**src/rtl/assert_macros.svh**
```systemverilog
// Assertion macros used by the RTL core.
// Each macro takes a label, the clock, the active-low reset and two expressions.
`ifndef ASSERT_MACROS_SVH
`define ASSERT_MACROS_SVH

`ifndef SYNTHESIS

// The consequent must hold in the same cycle as the antecedent.
`define DSQ_ASSERT_IMP(lbl, clk, rst_n, ante, cons) \
    lbl: assert property (@(posedge clk) disable iff (!rst_n) (ante) |-> (cons)) \
        else $error("assertion failed: same-cycle implication");

// The consequent must hold in the cycle after the antecedent.
`define DSQ_ASSERT_NXT(lbl, clk, rst_n, ante, cons) \
    lbl: assert property (@(posedge clk) disable iff (!rst_n) (ante) |=> (cons)) \
        else $error("assertion failed: next-cycle implication");

`else

`define DSQ_ASSERT_IMP(lbl, clk, rst_n, ante, cons)
`define DSQ_ASSERT_NXT(lbl, clk, rst_n, ante, cons)

`endif

`endif

```
**src/rtl/dsq_pkg.sv**
```systemverilog
`timescale 1ns / 1ps

package dsq_pkg;

    // Coordinate width and fixed-point format of the tangent constants.
    localparam int COORD_WIDTH = 16;
    localparam int TAN_BITS    = 31;
    localparam int NUM_CELLS   = 4;
    localparam int COUNT_W     = $clog2(NUM_CELLS + 1);
    localparam int PROD_W      = COORD_WIDTH + TAN_BITS;
    localparam int SECTOR_W    = 5;
    localparam int FOLD_W      = 4;

    // Sector counts used when unfolding the octant into a full turn.
    localparam logic [FOLD_W-1:0]   OCTANT_SECTORS = FOLD_W'(8);
    localparam logic [SECTOR_W-1:0] HALF_TURN      = SECTOR_W'(16);

    // tan((2k+1)*pi/32) in unsigned Q0.31, one per cell.
    localparam logic [TAN_BITS-1:0] HALF_TAN_Q31 [NUM_CELLS] = '{
        TAN_BITS'(211508678),
        TAN_BITS'(651432043),
        TAN_BITS'(1147853924),
        TAN_BITS'(1762394284)
    };

    // One input beat: source and target points.
    typedef struct packed {
        logic signed [COORD_WIDTH-1:0] from_x;
        logic signed [COORD_WIDTH-1:0] from_y;
        logic signed [COORD_WIDTH-1:0] to_x;
        logic signed [COORD_WIDTH-1:0] to_y;
    } points_t;

    // One result beat.
    typedef struct packed {
        logic [SECTOR_W-1:0] sector;
        logic                coincident;
    } result_t;

    // Data handed from cell to cell along the chain.
    typedef struct packed {
        logic                   valid;
        logic [COORD_WIDTH-1:0] lo;
        logic [COORD_WIDTH-1:0] hi;
        logic                   steep;
        logic                   dx_neg;
        logic                   dy_neg;
        logic                   coincident;
        logic [COUNT_W-1:0]     count;
    } lane_t;

endpackage

```
**src/rtl/dsq_prep.sv**
```systemverilog
`timescale 1ns / 1ps

module dsq_prep
(
    input  logic             clk,
    input  logic             rst_n,
    input  logic             accept,
    input  dsq_pkg::points_t points,
    output dsq_pkg::lane_t   lane
);

    localparam int W = dsq_pkg::COORD_WIDTH;

    logic signed [W:0]  dx;
    logic signed [W:0]  dy;
    logic [W:0]         dx_abs;
    logic [W:0]         dy_abs;
    logic [W-1:0]       mag_a;
    logic [W-1:0]       mag_b;
    logic               valid_reg;
    dsq_pkg::lane_t     lane_reg;
    dsq_pkg::lane_t     lane_next;

    // Exact differences, one bit wider than the coordinates.
    assign dx = {points.to_x[W-1], points.to_x} - {points.from_x[W-1], points.from_x};
    assign dy = {points.to_y[W-1], points.to_y} - {points.from_y[W-1], points.from_y};

    // Magnitudes never exceed 2^W - 1, so W bits hold them.
    assign dx_abs = dx[W] ? (W + 1)'(-dx) : dx;
    assign dy_abs = dy[W] ? (W + 1)'(-dy) : dy;
    assign mag_a  = dx_abs[W-1:0];
    assign mag_b  = dy_abs[W-1:0];

    // Fold into the first octant: lo over hi is the tangent that the cells test.
    always_comb
    begin
        lane_next            = '0;
        lane_next.steep      = (mag_b > mag_a);
        lane_next.lo         = lane_next.steep ? mag_a : mag_b;
        lane_next.hi         = lane_next.steep ? mag_b : mag_a;
        lane_next.dx_neg     = dx[W];
        lane_next.dy_neg     = dy[W];
        lane_next.coincident = (dx == '0) && (dy == '0);
        lane_next.count      = '0;
    end

    // Valid flag is control state and is reset.
    always_ff @(posedge clk or negedge rst_n)
    begin
        if (!rst_n)
        begin
            valid_reg <= 1'b0;
        end
        else
        begin
            valid_reg <= accept;
        end
    end

    // Payload register.
    always_ff @(posedge clk)
    begin
        lane_reg <= lane_next;
    end

    always_comb
    begin
        lane       = lane_reg;
        lane.valid = valid_reg;
    end

endmodule

```
**src/rtl/dsq_cell.sv**
```systemverilog
`timescale 1ns / 1ps

module dsq_cell
(
    input  logic                                 clk,
    input  logic                                 rst_n,
    input  logic [dsq_pkg::TAN_BITS-1:0]         tan_q,
    input  dsq_pkg::lane_t                       lane_in,
    output dsq_pkg::lane_t                       lane_out
);

    localparam int PW = dsq_pkg::PROD_W;

    logic [PW-1:0]   prod;
    logic [PW-1:0]   lhs;
    logic            hit;
    logic            valid_reg;
    dsq_pkg::lane_t  lane_reg;
    dsq_pkg::lane_t  lane_next;

    // Test lo/hi against one boundary tangent; steep angles use a strict compare.
    assign prod = PW'(lane_in.hi) * PW'(tan_q);
    assign lhs  = {lane_in.lo, dsq_pkg::TAN_BITS'(0)};
    assign hit  = lane_in.steep ? (lhs > prod) : (lhs >= prod);

    always_comb
    begin
        lane_next       = lane_in;
        lane_next.count = lane_in.count + dsq_pkg::COUNT_W'(hit);
    end

    // Valid flag is control state and is reset.
    always_ff @(posedge clk or negedge rst_n)
    begin
        if (!rst_n)
        begin
            valid_reg <= 1'b0;
        end
        else
        begin
            valid_reg <= lane_in.valid;
        end
    end

    // Payload register handed to the next cell.
    always_ff @(posedge clk)
    begin
        lane_reg <= lane_next;
    end

    always_comb
    begin
        lane_out       = lane_reg;
        lane_out.valid = valid_reg;
    end

endmodule

```
**src/rtl/direction_sector_quantizer_core.sv**
```systemverilog
`timescale 1ns / 1ps

// Direction sector quantizer. Each beat on points gives the direction from the
// source to the target as one of 32 sectors, counterclockwise from +x, plus a
// coincident flag (sector 0) when the points are equal. A new beat is accepted
// every cycle: busy stays low. The result appears on result with done high for
// exactly one cycle, after the beat has passed six register stages: one fold
// stage loaded at the accepting edge, four boundary cells in a chain (one cell
// per boundary tangent) and one output stage. The receiver cannot stall, so
// results must be taken the cycle they appear.

`include "assert_macros.svh"

module direction_sector_quantizer_core
(
    input  logic             clk,
    input  logic             rst_n,
    input  logic             start,
    output logic             busy,
    input  dsq_pkg::points_t points,
    output logic             done,
    output dsq_pkg::result_t result
);

    localparam int NC = dsq_pkg::NUM_CELLS;
    localparam int SW = dsq_pkg::SECTOR_W;

    dsq_pkg::lane_t                lanes [NC+1];
    dsq_pkg::lane_t                tail;
    logic [dsq_pkg::FOLD_W-1:0]    fold;
    logic [SW-1:0]                 fold_w;
    logic [SW-1:0]                 sector_next;
    logic                          done_reg;
    dsq_pkg::result_t              result_reg;

    assign busy = 1'b0;

    // Fold the differences into the first octant.
    dsq_prep u_prep
    (
        .clk    (clk),
        .rst_n  (rst_n),
        .accept (start && !busy),
        .points (points),
        .lane   (lanes[0])
    );

    // One cell per boundary tangent, each adding its compare to the count.
    for (genvar k = 0; k < NC; k++)
    begin : g_cell
        dsq_cell u_cell
        (
            .clk      (clk),
            .rst_n    (rst_n),
            .tan_q    (dsq_pkg::HALF_TAN_Q31[k]),
            .lane_in  (lanes[k]),
            .lane_out (lanes[k+1])
        );
    end

    assign tail = lanes[NC];

    // Octant offset, then unfold into the quadrant; 5-bit arithmetic wraps 32 to 0.
    assign fold   = tail.steep ? (dsq_pkg::OCTANT_SECTORS - dsq_pkg::FOLD_W'(tail.count))
                               : dsq_pkg::FOLD_W'(tail.count);
    assign fold_w = SW'(fold);

    always_comb
    begin
        unique case ({tail.dy_neg, tail.dx_neg})
            2'b00:   sector_next = fold_w;
            2'b01:   sector_next = dsq_pkg::HALF_TURN - fold_w;
            2'b11:   sector_next = dsq_pkg::HALF_TURN + fold_w;
            2'b10:   sector_next = SW'(0) - fold_w;
            default: sector_next = '0;
        endcase
    end

    // Output strobe is control state and is reset.
    always_ff @(posedge clk or negedge rst_n)
    begin
        if (!rst_n)
        begin
            done_reg <= 1'b0;
        end
        else
        begin
            done_reg <= tail.valid;
        end
    end

    // Output payload register.
    always_ff @(posedge clk)
    begin
        result_reg.coincident <= tail.coincident;
        result_reg.sector     <= tail.coincident ? SW'(0) : sector_next;
    end

    assign done   = done_reg;
    assign result = result_reg;

    // A result beat always traces back to an accepted beat.
    `DSQ_ASSERT_IMP(a_done_has_source, clk, rst_n, done, $past(start && !busy, 6))
    // Coincident results carry sector zero.
    `DSQ_ASSERT_IMP(a_coincident_zero, clk, rst_n, done && result.coincident, result.sector == '0)
    // The coincident flag matches the points that were on the input when its beat was accepted.
    `DSQ_ASSERT_IMP(a_coincident_src, clk, rst_n, done,
                    result.coincident == $past((points.from_x == points.to_x)
                                               && (points.from_y == points.to_y), 6))

endmodule

```
**config.mk**
```make
export PLATFORM = sky130hd
export DESIGN_NAME = direction_sector_quantizer_core
export DESIGN_NICKNAME = d
export VERILOG_FILES = /design/src/rtl/dsq_pkg.sv /design/src/rtl/dsq_prep.sv /design/src/rtl/dsq_cell.sv /design/src/rtl/direction_sector_quantizer_core.sv
export VERILOG_INCLUDE_DIRS = /design/src /design/src/rtl
export SDC_FILE = /design/constraint.sdc
export NUM_CORES = 2
export LEC_CHECK = 0
export ABC_AREA = 1
export BUFFER_PORTS_ARGS = -buffer_cell sky130_fd_sc_hd__buf_2
export CAP_MARGIN = 20
export CORE_MARGIN = 5
export CORE_UTILIZATION = 52
export CTS_CLUSTER_SIZE = 40
export DETAILED_ROUTE_END_ITERATION = 6
export PLACE_DENSITY_LB_ADDON = 0.08
export SLEW_MARGIN = 30
export SYNTH_ARGS = -nofsm -noshare
export SYNTH_HDL_FRONTEND = slang
export SYNTH_SLANG_ARGS = --single-unit
```
**constraint.sdc**
```tcl
create_clock -name clk -period 13.3 [get_ports clk]
set_input_delay 0.665 -clock clk [delete_from_list [all_inputs] [get_ports clk]]
set_output_delay 0.665 -clock clk [all_outputs]
set_load 0.02 [all_outputs]
```
==> impl_metrics.json <==
{
  "status": "completed",
  "max_freq_mhz": 117,
  "critPathMostFrequentCell": "nand2_1",
  "grt_pass1_vias": 33395,
  "cp_max_fo": 8,
  "syn-num-nets": 6533,
  "worstPathRequired_ns": 13.69,
  "initial_core_util_pct": 52.2,
  "die_area_um2": 81600,
  "syn_to_final_growth_pct": 5.67,
  "viasPerCell": 5.26,
  "timing.final.max_slew_violations": 0,
  "final_nets": 6624,
  "rsz0062_at_grt": "false",
  "layout-drive-gt1-share_pct": 3.11,
  "yosysWarningCount": 0,
  "fin_worst_skew_ns": 0.0208,
  "hold_path.class": "reg2reg",
  "grt.overflow.total": 0,
  "fp.coreArea_um2": 75700,
  "synth_seq_cells": 169,
  "tightest_slew_ns": 0.992,
  "die_x_um": 286,
  "yosysTopAreaCellShare_pct": 26.5,
  "cts_tree": "done",
  "drt_first_pass_iters": 7,
  "antenna_found_initial": 4,
  "yosys.area.top_type": "ha_1",
  "synth_edf_count": 0,
  "fin_crit_ns": 8.56,
  "design_area_um2": 41700,
  "row_count": 101,
  "wl_per_cell_um": 18.8,
  "num_vias": 32739,
  "slowest_stage": "dfxtp_1",
  "r2r_setup_slack_ns": 4.74,
  "port_buffers": 73,
  "clockBufferDepth": 2,
  "hold_violations": 0,
  "synth_flop_cell": "dfxtp_1",
  "htree_levels": 4,
  "setup_tns_ns": 0,
  "ys_seq_area_share_pct": 8.64,
  "cts-root-buf": "clkbuf_16",
  "drcViolationCount": 0,
  "cts.sinks": 169,
  "ys_types": 52,
  "fin_crit_sh_pct": 64.3,
  "boundaryPins": 75,
  "drtAntennaViolNets": 0,
  "numCtsBuffers": 17,
  "cap_violations": 0,
  "synth_cells": 5144,
  "synth.most_common_cell": "inv_1",
  "worstPathArrival_ns": 8.94,
  "critPathLaunchType": "register",
  "gp_congestion": 1.01,
  "synth.area.top_cells": "ha_1 (27%), fa_1 (25%), inv_1 (12%)",
  "max_slew_margin_pct": 33.7,
  "setup_viol": 0,
  "clock_latency_ns": 0.49,
  "drtIter0Drc": 1978,
  "grt_util_all_layers_pct": 28.9,
  "hpwl_mm": 105,
  "crit_family": "adder cells",
  "grt_max_degree": 34,
  "pre_cts_ws_ns": 4.91,
  "cpPeakStageDelay_ns": 0.79,
  "dieHeight_um": 286,
  "synth_common_cells": "inv_1 (1,242), nand2_1 (1,071), ha_1 (837), fa_1 (485), nor2_1 (335)",
  "routed_wl_mm": 117,
  "grt_first_pass_wirelength_mm": 184,
  "largest_reg_flops": 121,
  "setup_ws_ns": 4.74,
  "placed_area_um2": 41100,
  "endpoint_kind": "register",
  "netlist_area_um2": 39500,
  "path_buf_inv": 5,
  "avgSynthCellArea_um2": 7.68,
  "critPathKind": "reg2reg",
  "clkTransAtPathRegs_ns": 0.09,
  "synth-async-reset-ratio_pct": 3.55
}
cell families (layout without fill, tap and decap cells):
family	Yosys count	in the layout	share of synthesized area, %
other	1	3	0.00949
DFF	169	169	8.64
xor gates and xnor gates	110	110	2.61
AOI/OAI and AO/OA	463	463	6.49
adders and majority gates	1322	1322	51.1
and+or+nand+nor	1817	1817	19.1
buffers and inverters	1262	1366	12.0
final timing paths:
| check | cells past startpoint | endpoint | startpoint |
|---|---|---|---|
| hold / removal | 0 | g_cell[1].u_cell.lane_out[4] | g_cell[0].u_cell.lane_out[4] |
| setup reg to reg | 35 | g_cell[0].u_cell.lane_out[0] | u_prep.lane[12] |
| min in group asynchronous | 2 | g_cell[3].u_cell.valid_reg | rst_n |
| setup / recovery | 35 | g_cell[0].u_cell.lane_out[0] | u_prep.lane[12] |
| max in group asynchronous | 2 | g_cell[2].u_cell.valid_reg | rst_n |
| hold reg to reg | 0 | g_cell[1].u_cell.lane_out[4] | g_cell[0].u_cell.lane_out[4] |
cell type report:
class	count	area, um2
inverters	1253	4700
fillers	7443	34000
diodes	2	5.00
flip-flops and latches	169	3410
clock buffers	17	425
clock inverters	15	208
well taps	978	1220
repair buffers	81	428
multi-input cells	3713	31300
worst reg2reg max path, delay by kind of cell (launching register included):
| family | cells | cell delay, ns |
|---|---|---|
| adders and majority gates | 8 | 3.70 |
| and+or+nand+nor | 18 | 2.65 |
| AOI/OAI and AO/OA | 4 | 0.88 |
| DFF | 1 | 0.79 |
| buffers and inverters | 5 | 0.44 |
per-stage QoR:
| stage | hold slack (ns) | instances | util [%] |
|---|---|---|---|
| detailed placement | 0.315 | 6193 | 54.3 |
| floorplan | 0.310 | 5144 | - |
| CTS | 0.330 | 6226 | 55.1 |
| finish | 0.330 | 6228 | 55.1 |
| global placement | 0.311 | 6193 | 54.3 |
| global route | 0.338 | 6226 | 55.1 |
timing repair:
action,CTS,global route
gates resized for setup,0,0
endpoints found under the hold margin,6,0
hold buffers,1,0
buffers inserted,0,0
routing by layer:
metal | vias to the layer above | track usage, % | wire length (um)
li1 | 16287 | - | -
met1 | 15554 | 38.9 | 52400
met2 | 760 | 49.9 | 56100
met3 | 138 | 3.94 | 5980
met4 | 0 | 6.51 | 2780
met5 | - | 0 | 0
cells in the final DEF (no fill, tap or decap), types with 7 or more instances in the layout:
cell,count
o21ai_1,30
nor3_1,35
or2_2,11
o21a_1,8
and2_1,8
nor2_1,335
nand2_2,9
inv_2,11
a211oi_1,8
inv_1,1241
a31oi_1,26
dfxtp_1,163
clkbuf_16,17
o21ai_0,98
o221ai_1,8
nand2_1,1071
buf_4,7
a21o_1,13
o21bai_1,15
xor2_1,51
buf_2,73
nor4_1,15
fa_1,485
a21oi_1,232
ha_1,837
nand4_1,60
xnor2_1,50
nand3b_1,24
nand3_1,238
Power is not shown: default switching activity piles up to over one toggle a cycle in this logic, so the estimate is an artifact.
